`src/rtl/core/cwb_pkg.sv`:
```
// Package for the clipped window blit stream: shared types, command codes,
// register indexes and the window sequence word selector. No dependencies.
package cwb_pkg;

    localparam int QUEUE_DEPTH_DEF = 4;

    localparam logic [15:0] CMD_COL_ADDR  = 16'h002A;
    localparam logic [15:0] CMD_ROW_ADDR  = 16'h002B;
    localparam logic [15:0] CMD_MEM_WRITE = 16'h002C;
    localparam logic [7:0]  LOW_BYTE      = 8'hFF;

    localparam logic [11:0] PANEL_WIDTH_RST  = 12'd800;
    localparam logic [11:0] PANEL_HEIGHT_RST = 12'd480;

    typedef enum logic [1:0] {
        REG_ENABLED      = 2'd0,
        REG_PANEL_WIDTH  = 2'd1,
        REG_PANEL_HEIGHT = 2'd2,
        REG_NONE         = 2'd3
    } t_reg_idx;

    typedef enum logic [3:0] {
        WIN_COL_CMD  = 4'd0,
        WIN_X0_HI    = 4'd1,
        WIN_X0_LO    = 4'd2,
        WIN_X1_HI    = 4'd3,
        WIN_X1_LO    = 4'd4,
        WIN_ROW_CMD  = 4'd5,
        WIN_Y0_HI    = 4'd6,
        WIN_Y0_LO    = 4'd7,
        WIN_Y1_HI    = 4'd8,
        WIN_Y1_LO    = 4'd9,
        WIN_MEM_CMD  = 4'd10,
        WIN_UNUSED_A = 4'd11,
        WIN_UNUSED_B = 4'd12,
        WIN_UNUSED_C = 4'd13,
        WIN_UNUSED_D = 4'd14,
        WIN_UNUSED_E = 4'd15
    } t_win_idx;

    // window job: w0 = x0, w1 = x1, w2 = y0, w3 = y1; pixel job: w0 = pixel
    typedef struct packed {
        logic        is_window;
        logic [15:0] w0;
        logic [15:0] w1;
        logic [15:0] w2;
        logic [15:0] w3;
    } t_job;

    function automatic logic [15:0] hi_byte(input logic [15:0] v);
        return {8'd0, v[15:8]};
    endfunction

    function automatic logic [15:0] lo_byte(input logic [15:0] v);
        return {8'd0, v[7:0] & LOW_BYTE};
    endfunction

    function automatic logic [15:0] window_word(input t_job job, input t_win_idx idx);
        logic [15:0] w;
        unique case (idx)
            WIN_COL_CMD: w = CMD_COL_ADDR;
            WIN_X0_HI:   w = hi_byte(job.w0);
            WIN_X0_LO:   w = lo_byte(job.w0);
            WIN_X1_HI:   w = hi_byte(job.w1);
            WIN_X1_LO:   w = lo_byte(job.w1);
            WIN_ROW_CMD: w = CMD_ROW_ADDR;
            WIN_Y0_HI:   w = hi_byte(job.w2);
            WIN_Y0_LO:   w = lo_byte(job.w2);
            WIN_Y1_HI:   w = hi_byte(job.w3);
            WIN_Y1_LO:   w = lo_byte(job.w3);
            default:     w = CMD_MEM_WRITE;
        endcase
        return w;
    endfunction

endpackage

```
`src/rtl/core/cwb_front.sv`:
```
// Front end: accepts start and pixel items, clips rectangles, tracks the
// region position and issues jobs to the queue. Depends on cwb_pkg.
module cwb_front (
    input  logic          i_clk,
    input  logic          i_rst_n,
    input  logic          i_enabled,
    input  logic [11:0]   i_panel_width,
    input  logic [11:0]   i_panel_height,
    input  logic          i_accept,
    input  logic          i_action,
    input  logic [15:0]   i_x,
    input  logic [15:0]   i_y,
    input  logic [15:0]   i_width,
    input  logic [15:0]   i_height,
    input  logic [15:0]   i_pixel,
    output logic          o_push,
    output cwb_pkg::t_job o_job
);
    import cwb_pkg::*;

    logic        r_active, n_active;
    logic [15:0] r_clip_cols, n_clip_cols;
    logic [15:0] r_clip_rows, n_clip_rows;
    logic [15:0] r_src_cols, n_src_cols;
    logic [15:0] r_col, n_col;
    logic [15:0] r_row, n_row;

    logic [15:0] pw16, ph16;
    logic        reject;
    logic [16:0] x_end, y_end;
    logic [15:0] cw, ch;
    logic [15:0] x1, y1;
    logic        in_region;
    logic [16:0] col_inc, row_inc;

    assign pw16   = {4'd0, i_panel_width};
    assign ph16   = {4'd0, i_panel_height};
    assign reject = !i_enabled || (i_width == 16'd0) || (i_height == 16'd0)
                    || (i_x >= pw16) || (i_y >= ph16);
    assign x_end  = {1'b0, i_x} + {1'b0, i_width};
    assign y_end  = {1'b0, i_y} + {1'b0, i_height};
    assign cw     = (x_end > {1'b0, pw16}) ? (pw16 - i_x) : i_width;
    assign ch     = (y_end > {1'b0, ph16}) ? (ph16 - i_y) : i_height;
    assign x1     = i_x + cw - 16'd1;
    assign y1     = i_y + ch - 16'd1;

    assign in_region = (r_col < r_clip_cols) && (r_row < r_clip_rows);
    assign col_inc   = {1'b0, r_col} + 17'd1;
    assign row_inc   = {1'b0, r_row} + 17'd1;

    always_comb begin
        n_active    = r_active;
        n_clip_cols = r_clip_cols;
        n_clip_rows = r_clip_rows;
        n_src_cols  = r_src_cols;
        n_col       = r_col;
        n_row       = r_row;
        o_push      = 1'b0;
        o_job       = '0;
        if (i_accept && !i_action) begin
            if (reject) begin
                n_active = 1'b0;
            end else begin
                n_active       = 1'b1;
                n_clip_cols    = cw;
                n_clip_rows    = ch;
                n_src_cols     = i_width;
                n_col          = 16'd0;
                n_row          = 16'd0;
                o_push         = 1'b1;
                o_job.is_window = 1'b1;
                o_job.w0       = i_x;
                o_job.w1       = x1;
                o_job.w2       = i_y;
                o_job.w3       = y1;
            end
        end else if (i_accept && r_active) begin
            o_push   = in_region;
            o_job.w0 = i_pixel;
            if (col_inc >= {1'b0, r_src_cols}) begin
                n_col = 16'd0;
                n_row = row_inc[15:0];
                if (row_inc >= {1'b0, r_clip_rows}) begin
                    n_active = 1'b0;
                end
            end else begin
                n_col = col_inc[15:0];
            end
        end
    end

    always_ff @(posedge i_clk) begin
        if (!i_rst_n) begin
            r_active    <= 1'b0;
            r_clip_cols <= '0;
            r_clip_rows <= '0;
            r_src_cols  <= '0;
            r_col       <= '0;
            r_row       <= '0;
        end else begin
            r_active    <= n_active;
            r_clip_cols <= n_clip_cols;
            r_clip_rows <= n_clip_rows;
            r_src_cols  <= n_src_cols;
            r_col       <= n_col;
            r_row       <= n_row;
        end
    end

endmodule

```
`src/rtl/core/cwb_queue.sv`:
```
// Job queue between front and back end: register-based FIFO of t_job.
// Depends on cwb_pkg.
module cwb_queue #(
    parameter int DEPTH = cwb_pkg::QUEUE_DEPTH_DEF
) (
    input  logic          i_clk,
    input  logic          i_rst_n,
    input  logic          i_push,
    input  cwb_pkg::t_job i_job,
    input  logic          i_pop,
    output logic          o_full,
    output logic          o_valid,
    output cwb_pkg::t_job o_job
);
    import cwb_pkg::*;

    localparam int PTR_W = (DEPTH > 1) ? $clog2(DEPTH) : 1;
    localparam int CNT_W = $clog2(DEPTH + 1);
    localparam logic [PTR_W-1:0] PTR_LAST = PTR_W'(DEPTH - 1);
    localparam logic [CNT_W-1:0] CNT_FULL = CNT_W'(DEPTH);

    t_job             r_mem [DEPTH];
    logic [PTR_W-1:0] r_wr_ptr, n_wr_ptr;
    logic [PTR_W-1:0] r_rd_ptr, n_rd_ptr;
    logic [CNT_W-1:0] r_count, n_count;

    assign o_full  = (r_count == CNT_FULL);
    assign o_valid = (r_count != '0);
    assign o_job   = r_mem[r_rd_ptr];

    always_comb begin
        n_wr_ptr = r_wr_ptr;
        n_rd_ptr = r_rd_ptr;
        n_count  = r_count;
        if (i_push) begin
            n_wr_ptr = (r_wr_ptr == PTR_LAST) ? '0 : r_wr_ptr + PTR_W'(1);
        end
        if (i_pop) begin
            n_rd_ptr = (r_rd_ptr == PTR_LAST) ? '0 : r_rd_ptr + PTR_W'(1);
        end
        if (i_push && !i_pop) begin
            n_count = r_count + CNT_W'(1);
        end else if (!i_push && i_pop) begin
            n_count = r_count - CNT_W'(1);
        end
    end

    always_ff @(posedge i_clk) begin
        if (i_push) begin
            r_mem[r_wr_ptr] <= i_job;
        end
    end

    always_ff @(posedge i_clk) begin
        if (!i_rst_n) begin
            r_wr_ptr <= '0;
            r_rd_ptr <= '0;
            r_count  <= '0;
        end else begin
            r_wr_ptr <= n_wr_ptr;
            r_rd_ptr <= n_rd_ptr;
            r_count  <= n_count;
        end
    end

    a_count_bound: assert property (@(posedge i_clk) disable iff (!i_rst_n)
        r_count <= CNT_FULL)
        else $error("queue count out of range");
    a_no_overflow: assert property (@(posedge i_clk) disable iff (!i_rst_n)
        i_push |-> !o_full)
        else $error("push into full queue");
    a_no_underflow: assert property (@(posedge i_clk) disable iff (!i_rst_n)
        i_pop |-> o_valid)
        else $error("pop from empty queue");

endmodule

```
`src/rtl/core/cwb_back.sv`:
```
// Back end: expands queued jobs into LCD bus words and holds them in the
// output register until the receiver takes them. Depends on cwb_pkg.
module cwb_back (
    input  logic          i_clk,
    input  logic          i_rst_n,
    input  logic          i_job_valid,
    input  cwb_pkg::t_job i_job,
    output logic          o_pop,
    input  logic          i_stall,
    output logic          o_valid,
    output logic [15:0]   o_bus_word,
    output logic          o_is_command,
    output logic          o_last
);
    import cwb_pkg::*;

    logic        r_valid, n_valid;
    logic [15:0] r_word, n_word;
    logic        r_is_cmd, n_is_cmd;
    logic        r_last, n_last;
    t_win_idx    r_idx, n_idx;
    logic        load;

    assign load = i_job_valid && (!r_valid || !i_stall);

    always_comb begin
        n_valid  = r_valid && i_stall;
        n_word   = r_word;
        n_is_cmd = r_is_cmd;
        n_last   = r_last;
        n_idx    = r_idx;
        o_pop    = 1'b0;
        if (load) begin
            n_valid = 1'b1;
            if (i_job.is_window) begin
                n_word   = window_word(i_job, r_idx);
                n_is_cmd = (r_idx == WIN_COL_CMD) || (r_idx == WIN_ROW_CMD)
                           || (r_idx == WIN_MEM_CMD);
                n_last   = (r_idx == WIN_MEM_CMD);
                o_pop    = (r_idx == WIN_MEM_CMD);
                n_idx    = (r_idx == WIN_MEM_CMD) ? WIN_COL_CMD : t_win_idx'(r_idx + 4'd1);
            end else begin
                n_word   = i_job.w0;
                n_is_cmd = 1'b0;
                n_last   = 1'b1;
                o_pop    = 1'b1;
            end
        end
    end

    always_ff @(posedge i_clk) begin
        if (!i_rst_n) begin
            r_valid <= 1'b0;
            r_idx   <= WIN_COL_CMD;
        end else begin
            r_valid <= n_valid;
            r_idx   <= n_idx;
        end
    end

    always_ff @(posedge i_clk) begin
        r_word   <= n_word;
        r_is_cmd <= n_is_cmd;
        r_last   <= n_last;
    end

    assign o_valid      = r_valid;
    assign o_bus_word   = r_word;
    assign o_is_command = r_is_cmd;
    assign o_last       = r_last;

    a_mid_window_head: assert property (@(posedge i_clk) disable iff (!i_rst_n)
        (r_idx != WIN_COL_CMD) |-> (i_job_valid && i_job.is_window))
        else $error("window sequence lost its queue head");
    a_cmd_word: assert property (@(posedge i_clk) disable iff (!i_rst_n)
        (r_valid && r_is_cmd) |-> ((r_word == CMD_COL_ADDR) || (r_word == CMD_ROW_ADDR)
                                   || (r_word == CMD_MEM_WRITE)))
        else $error("command flag on non-command word");
    a_idx_bound: assert property (@(posedge i_clk) disable iff (!i_rst_n)
        r_idx <= WIN_MEM_CMD)
        else $error("window index out of range");

endmodule

```
`src/rtl/core/clipped_window_blit_stream_unit.sv`:
```
// Clipped window blit stream: top level with the register port, front end,
// job queue and back end. Depends on cwb_pkg, cwb_front, cwb_queue, cwb_back.
//
// Usage: program enabled, panel_width and panel_height over the APB port
// (byte addresses 0, 4, 8) while the block is idle. Items enter on the input
// channel (i_valid / o_stall); if enabled, a non-empty start item (action 0)
// starting on the panel opens a clipped window and yields 11 words (three
// commands with their coordinate bytes); pixel items with action 1 yield one
// data word when inside the clipped region. Words leave on the output channel
// (o_valid / i_stall) with o_is_command and o_last.
// Throughput: one pixel item per cycle while o_stall and i_stall are low; a
// start item holds the back end until all its bus words are out, while the
// front end keeps accepting into the job queue until it fills. An accepted
// item is queued; the back end loads its first word into the output register.
// o_stall rises when the job queue is full. When the receiver stalls, the
// output register holds its word and the queue absorbs up to QUEUE_DEPTH
// jobs before the input is stalled. Reset clears the region, the queue, the
// output register and loads the register defaults (disabled, 800 x 480).
module clipped_window_blit_stream_unit #(
    parameter int QUEUE_DEPTH = cwb_pkg::QUEUE_DEPTH_DEF
) (
    input  logic        i_clk,
    input  logic        i_rst_n,
    input  logic        psel,
    input  logic        penable,
    input  logic        pwrite,
    input  logic [3:0]  paddr,
    input  logic [31:0] pwdata,
    output logic [31:0] prdata,
    output logic        pready,
    input  logic        i_valid,
    output logic        o_stall,
    input  logic        i_action,
    input  logic [15:0] i_x,
    input  logic [15:0] i_y,
    input  logic [15:0] i_width,
    input  logic [15:0] i_height,
    input  logic [15:0] i_pixel,
    output logic        o_valid,
    input  logic        i_stall,
    output logic [15:0] o_bus_word,
    output logic        o_is_command,
    output logic        o_last
);
    import cwb_pkg::*;

    logic        r_enabled;
    logic [11:0] r_panel_width;
    logic [11:0] r_panel_height;
    t_reg_idx    reg_idx;
    logic        cfg_write;

    logic        in_accept;
    logic        push;
    t_job        push_job;
    logic        pop;
    logic        q_full;
    logic        q_valid;
    t_job        head_job;

    assign pready    = 1'b1;
    assign reg_idx   = t_reg_idx'(paddr[3:2]);
    assign cfg_write = psel && penable && pwrite && pready;

    always_ff @(posedge i_clk) begin
        if (!i_rst_n) begin
            r_enabled      <= 1'b0;
            r_panel_width  <= PANEL_WIDTH_RST;
            r_panel_height <= PANEL_HEIGHT_RST;
        end else if (cfg_write) begin
            unique case (reg_idx)
                REG_ENABLED:      r_enabled      <= pwdata[0];
                REG_PANEL_WIDTH:  r_panel_width  <= pwdata[11:0];
                REG_PANEL_HEIGHT: r_panel_height <= pwdata[11:0];
                default: ;
            endcase
        end
    end

    always_comb begin
        unique case (reg_idx)
            REG_ENABLED:      prdata = {31'd0, r_enabled};
            REG_PANEL_WIDTH:  prdata = {20'd0, r_panel_width};
            REG_PANEL_HEIGHT: prdata = {20'd0, r_panel_height};
            default:          prdata = '0;
        endcase
    end

    assign o_stall   = q_full;
    assign in_accept = i_valid && !q_full;

    cwb_front u_front (
        .i_clk          (i_clk),
        .i_rst_n        (i_rst_n),
        .i_enabled      (r_enabled),
        .i_panel_width  (r_panel_width),
        .i_panel_height (r_panel_height),
        .i_accept       (in_accept),
        .i_action       (i_action),
        .i_x            (i_x),
        .i_y            (i_y),
        .i_width        (i_width),
        .i_height       (i_height),
        .i_pixel        (i_pixel),
        .o_push         (push),
        .o_job          (push_job)
    );

    cwb_queue #(
        .DEPTH (QUEUE_DEPTH)
    ) u_queue (
        .i_clk   (i_clk),
        .i_rst_n (i_rst_n),
        .i_push  (push),
        .i_job   (push_job),
        .i_pop   (pop),
        .o_full  (q_full),
        .o_valid (q_valid),
        .o_job   (head_job)
    );

    cwb_back u_back (
        .i_clk        (i_clk),
        .i_rst_n      (i_rst_n),
        .i_job_valid  (q_valid),
        .i_job        (head_job),
        .o_pop        (pop),
        .i_stall      (i_stall),
        .o_valid      (o_valid),
        .o_bus_word   (o_bus_word),
        .o_is_command (o_is_command),
        .o_last       (o_last)
    );

endmodule
```
`config.mk`:
```
export PLATFORM = sky130hd
export DESIGN_NAME = clipped_window_blit_stream_unit
export DESIGN_NICKNAME = d
export VERILOG_FILES = /design/src/rtl/core/cwb_pkg.sv /design/src/rtl/core/cwb_front.sv /design/src/rtl/core/cwb_queue.sv /design/src/rtl/core/cwb_back.sv /design/src/rtl/core/clipped_window_blit_stream_unit.sv
export SDC_FILE = /design/constraint.sdc
export NUM_CORES = 1
export LEC_CHECK = 0
export ABC_AREA = 1
export BUFFER_PORTS_ARGS = -buffer_cell sky130_fd_sc_hd__buf_4
export CAP_MARGIN = 20
export CORE_MARGIN = 5
export CORE_UTILIZATION = 29
export CTS_BUF_LIST = sky130_fd_sc_hd__clkbuf_8 sky130_fd_sc_hd__clkbuf_16
export CTS_CLUSTER_DIAMETER = 120
export DETAILED_ROUTE_END_ITERATION = 10
export PLACE_DENSITY = 0.43
export SYNTH_ARGS = -nofsm -noshare
export SYNTH_HDL_FRONTEND = slang
export SYNTH_SLANG_ARGS = --single-unit
```
`constraint.sdc`:
```
create_clock -name i_clk -period 6.7 [get_ports i_clk]
set_input_delay 0.67 -clock i_clk [delete_from_list [all_inputs] [get_ports i_clk]]
set_output_delay 0.67 -clock i_clk [all_outputs]
set_load 0.1 [all_outputs]
```
==> results of run 1 <==
[registers in the layout (all words and copies together) (netlist names), 2 cells and up, named ones only]
name                 count
u_front.r_src_cols      16
u_back.r_idx             4
u_front.r_clip_rows     16
u_queue.r_mem          260
u_queue.r_count          3
u_front.r_clip_cols     16
r_panel_height          12
u_back.o_bus_word       16
u_front.r_col           16
u_front.r_row           16
u_queue.r_rd_ptr         2
u_queue.r_wr_ptr         2
r_panel_width           12
[kinds of logic (layout without fill, tap and decap cells)]
family,count (synthesis),count (layout),synth area share
other,2,37,0.000308
AO/OA/AOI/OAI,642,642,0.147
adder cells (fa/ha/maj),216,216,0.113
XOR/XNOR,71,71,0.0255
buffers and inverters,587,743,0.0962
AND/OR/NAND/NOR,1014,1014,0.177
flip-flops,398,398,0.442
[worst paths after layout]
path	endpoint	slack [ns]	cells past startpoint
setup / recovery	u_queue.r_mem[0][12]	0.75	39
hold / removal	r_panel_width[8]	0.33	3
setup reg to reg	u_queue.r_mem[0][12]	1.80	30
hold reg to reg	u_front.r_active	0.46	2
[layout make-up]
class,count,area [um^2],share of cell area
inverters,475,1780,0.0629
repair buffers,176,1380,0.0488
flip-flops and latches,398,10800,0.379
clock buffers,56,1350,0.0474
clock inverters,36,317,0.0112
multi-input cells,1980,11400,0.403
well taps,1080,1350,0.0477
[per-stage QoR]
stage                     instance area (um^2)  setup WS (ns)  hold slack (ns)   util  std cells
after CTS                                28400          0.788            0.294  0.340       4201
final                                    28400          0.749            0.326  0.340       4201
after floorplan                          24500          0.791            0.439      -       2965
after detailed placement                 26700          0.141            0.452  0.320       4109
after global routing                     28400          0.147            0.314  0.340       4201
after global placement                   26700          0.229            0.449  0.320       4109
[where the power goes]
part	leakage (uW)	internal, uW	total [uW]	switching, uW
clock	0.000852	1570	2680	1110
sequential	0.00352	2600	2610	4.42
combinational	0.00854	373	1100	727
total	0.0129	4540	6380	1840
[routing by layer]
metal,vias to the layer above,track usage,routed length (um)
li1,10100,-,-
met1,9493,0.241,38200
met2,397,0.292,37500
met3,78,0.0226,3170
met4,0,0.0418,1660
met5,-,0,0
[critical path: cells and delay by family]
family          cells  cell delay (ns)
fa+ha+maj           5             1.50
buf+inv             7             0.66
simple gates       19             1.89
compound gates      7             1.40
xor+xnor            1             0.20
[cell usage in the layout (no fill, tap or decap), types with 9 or more instances in the layout]
cell type,Yosys,routed
nand2_1,478,478
inv_1,467,477
nor2_1,325,321
edfxtp_1,278,278
o21ai_0,266,266
a21oi_1,212,212
ha_1,209,209
buf_4,24,171
dfxtp_1,120,118
nand3_1,88,88
xor2_1,58,58
o22ai_1,58,58
clkbuf_16,0,51
nand4_1,41,41
conb_1,2,37
nor3_1,24,24
o211ai_1,16,16
o21ai_1,13,13
xnor2_1,13,13
nor4_1,12,12
a32o_1,12,12
clkinv_2,0,11
nor3b_1,9,9
a31oi_1,9,9
==> impl_metrics.json, run 1 <==
{
  "drtAntennaViolNets": 0,
  "cts_buffer_depth": 3,
  "start_util": 0.292,
  "postCtsSetupRepairBufs": 0,
  "maxCapViolations": 0,
  "slew_headroom": 0.417,
  "cts-buffers-inserted": 49,
  "dpl.hpwl_mm": 61.5,
  "drtIter0Drc": 1153,
  "synth_top_area_share": 0.343,
  "status": "complete, no violations",
  "synthArstFlopShare": 0,
  "port_buffers": 133,
  "layout.nets": 3420,
  "cp_slowest_cell": "fa_1",
  "final_layout_size_suffix_gt1_frac": 0.0958,
  "drt_first_pass_iters": 5,
  "post-route-period-util": 0.888,
  "viasPerCell": 4.78,
  "yosys-top-cells-count": "nand2_1 (478), inv_1 (467), nor2_1 (325), edfxtp_1 (278), o21ai_0 (266)",
  "synth_ff_type": "edfxtp_1",
  "die_y_um": 300,
  "clk_latency_ns": 0.62,
  "rsz0062_at_grt": "no",
  "hold_path_class": "in2reg",
  "critPathCaptureType": "flip-flop",
  "h-tree-depth": 2,
  "die-width_um": 300,
  "vias": 20100,
  "synth_edf_count": 278,
  "synth-seq-cells": 398,
  "grt_max_degree": 68,
  "cts_tree": "yes",
  "cpPeakStageDelay_ns": 0.40,
  "overflow": 0,
  "cts-root-buf": "clkbuf_16",
  "synthToLayoutAreaGrowth_pct": 16.5,
  "leakagePower_uw": 0.0129,
  "syn_avg_cell_area_um2": 8.31,
  "gp_congestion": 0.902,
  "power_density_nw_per_um2": 225,
  "avgRoutedWirePerCell_um": 19.2,
  "max_freq_mhz": 168,
  "antenna_found_initial": 2,
  "start_kind": "primary input",
  "cp.required_ns": 7.05,
  "arrival_ns": 6.30,
  "yosys_warnings": 0,
  "netlist-cell-type-count": 60,
  "cts-resized-gates": 0,
  "grt_first_pass_wirelength_mm": 121,
  "antennaDiodeCount": 0,
  "cts_hold_buf": 0,
  "yosys.cell_count.top_type": "nand2_1",
  "wl_mm": 80.5,
  "grtUsageTotal": 0.174,
  "fin_crit_ns": 5.95,
  "maxSlewViolCount": 0,
  "synthesis.area_um2": 24300,
  "hold_viol_final": 0,
  "yosys.area.top_type": "edfxtp_1",
  "grt_pass1_vias": 19800,
  "worst_pin_slew_ns": 0.873,
  "fill_cells": 8676,
  "coreArea_um2": 83400,
  "drc": 0,
  "critical_path_class": "in2reg",
  "synth_seq_area_share": 0.442,
  "finalSetupViolations": 0,
  "cpMostUsedCell": "nand2_1",
  "worst_r2r_startpoint": "r_panel_height[6]",
  "cts_num_sinks": 398,
  "dieArea_um2": 89900,
  "hp-start": "pwdata[8]",
  "p_total_uw": 6380,
  "max-vdd-ir-drop_uv": 186,
  "rows": 106,
  "finClkSkew_ns": 0.0470,
  "cp-startpoint": "i_y[0]",
  "setup-tns-final_ns": 0,
  "clk_pin_slew_ns": 0.06,
  "synthTopCellsByArea": "edfxtp_1 (34%), ha_1 (11%), dfxtp_1 (9.9%), nand2_1 (7.4%), inv_1 (7.2%)",
  "critPathMaxFanout": 11,
  "io_pins": 177,
  "synthCells": 2930
}
Power figures use the tool's default switching activity.
==> run 2: changes to the inputs <==
PLACE_DENSITY = 0.45   (was 0.43)
clock period = 5.1 ns   (was 6.7 ns; I/O delays follow)
==> run 2 against run 1 <==
Power increased by 41%. Sequential power increased by 31%. Worst hold slack got worse by 0.16 ns. Via count increased by 3.9%. Routed wire length increased by 0.35%. Critical path type unchanged. Non-clock buffer count increased by 264. Die area unchanged. Utilization increased by 3.1 points. Global-route usage decreased by 0.11 points. Critical endpoint is now u_queue.r_mem[1][13]. Cell area increased by 9.2%. Highest routed layer unchanged. Critical path depth increased by 2. Worst setup slack got worse by 0.63 ns.
==> impl_metrics.json, run 2 (synthesis results as in run 1) <==
{
  "clk_latency_ns": 0.61,
  "cp_slowest_cell": "fa_2",
  "critical_path_buf_inv_count": 10,
  "max-vdd-ir-drop_uv": 201,
  "max_freq_mhz": 201,
  "worst_pin_slew_ns": 0.988,
  "finalSetupViolations": 0,
  "timing.hold.ws_ns": 0.171,
  "h-tree-depth": 2,
  "cts_num_sinks": 398,
  "grt_pass1_vias": 19900,
  "slew_headroom": 0.334,
  "grt_max_degree": 124,
  "die_y_um": 300,
  "cts-root-buf": "clkbuf_16",
  "die-width_um": 300,
  "critPathTopFamily": "simple AND/OR/NAND/NOR gates",
  "cpMostUsedCell": "nand2_1",
  "wl_mm": 80.8,
  "fin_crit_ns": 4.98,
  "start_kind": "primary input",
  "rows": 106,
  "cts_hold_buf": 0,
  "maxSlewViolCount": 0,
  "cpPeakStageDelay_ns": 0.36,
  "drtAntennaViolNets": 0,
  "leakagePower_uw": 0.0142,
  "drc": 0,
  "drt_first_pass_iters": 5,
  "vias": 20900,
  "cts_buffer_depth": 3,
  "p_total_uw": 8990,
  "arrival_ns": 5.33,
  "antenna_found_initial": 3,
  "cts-buffers-inserted": 46,
  "layout_commonest_cell": "inv_1",
  "cts_tree": "yes",
  "clk_pin_slew_ns": 0.06,
  "overflow": 0,
  "largest_register": "u_queue.r_mem",
  "rsz0062_at_grt": "yes",
  "hold_viol_final": 0,
  "port_buffers": 133,
  "start_util": 0.292,
  "critical_path_class": "in2reg",
  "status": "complete, no violations",
  "layout.nets": 3681,
  "critPathMaxFanout": 7,
  "dpl.hpwl_mm": 60.9,
  "grt_first_pass_wirelength_mm": 121,
  "stdcell_count": 4459,
  "antennaDiodeCount": 0,
  "avgRoutedWirePerCell_um": 18.1,
  "layout_common_cells": "inv_1 (458), nand2_1 (451), buf_4 (423)",
  "dieArea_um2": 89900,
  "hold_path_class": "in2reg",
  "grtUsageTotal": 0.173,
  "maxCapViolations": 0,
  "gp_congestion": 0.897,
  "synthToLayoutAreaGrowth_pct": 27.2,
  "fill_cells": 8572,
  "largest_reg_flops": 260,
  "setup-tns-final_ns": 0,
  "post-route-period-util": 0.977,
  "critPathCaptureType": "flip-flop",
  "worst_slack_ns": 0.116,
  "viasPerCell": 4.68,
  "drtIter0Drc": 1236,
  "cp.required_ns": 5.45,
  "place_ws_ns": -0.836,
  "io_pins": 177,
  "power_density_nw_per_um2": 290,
  "final_layout_size_suffix_gt1_frac": 0.201,
  "coreArea_um2": 83400,
  "place_inst": 4349,
  "finClkSkew_ns": 0.0380
}
==> run 2: changes by cell type in the layout (fill, tap and decap cells not counted), moves of 20 or more <==
cell and change:
buf_4 +252, ha_1 -22, ha_4 +20, nand2_1 -27
nand2_2 +27
==> run 2: report_power, final <==
group | leakage (uW) | total [uW] | internal (uW) | switching (uW)
clock | 0.000783 | 3410 | 1980 | 1430
sequential | 0.00352 | 3420 | 3420 | 5.89
combinational | 0.00989 | 2160 | 1000 | 1150
==> run 2: area by class of cell <==
class                           instances  area (um^2)  share of cell area
Timing Repair Buffer                  440         3450               0.111
Multi-Input combinational cell       1980        12100               0.389
Clock inverter                         36          374              0.0121
Tap cell                             1080         1350              0.0436
Clock buffer                           50         1210              0.0389
Inverter                              475         1780              0.0576
Sequential cell                       398        10800               0.347
==> run 2: per-stage QoR <==
step	utilization	instance area [um^2]
after detailed placement	0.342	28500
after CTS	0.362	30200
final	0.371	31000
after global routing	0.371	31000
after global placement	0.342	28500
after floorplan	-	24500
==> run 2: repair_timing <==
item / in CTS / in global routing
gates resized for setup: 15 / 137
gates cloned: 0 / 1
buffers inserted: 1 / 23
setup endpoints to repair: 32 / 84
pin swaps: 4 / 72
==> run 2: path summary, 6_finish.rpt <==
check,start,end,slack [ns],cells past startpoint
setup / recovery,i_height[0],u_queue.r_mem[1][13],0.12,41
hold / removal,pwdata[8],r_panel_height[8],0.17,3
setup reg to reg,r_panel_width[0],u_queue.r_mem[0][46],0.62,23
hold reg to reg,u_front.r_active,u_front.r_active,0.47,2
==> run 2: tightest hold or removal path: cells and delay by family <==
family / cells / cell delay [ns]
buffers and inverters: 1 / 0.10
AND/OR/NAND/NOR: 1 / 0.05
AO/OA/AOI/OAI: 1 / 0.06
==> run 2: routing by layer <==
layer,wire (um),global-route usage,up-vias,share of wire
met3,3710,0.0238,79,0.046
met5,0,0,-,0
met1,38300,0.244,9709,0.47
li1,-,-,10600,-
met4,1410,0.0364,0,0.017
met2,37400,0.286,460,0.46
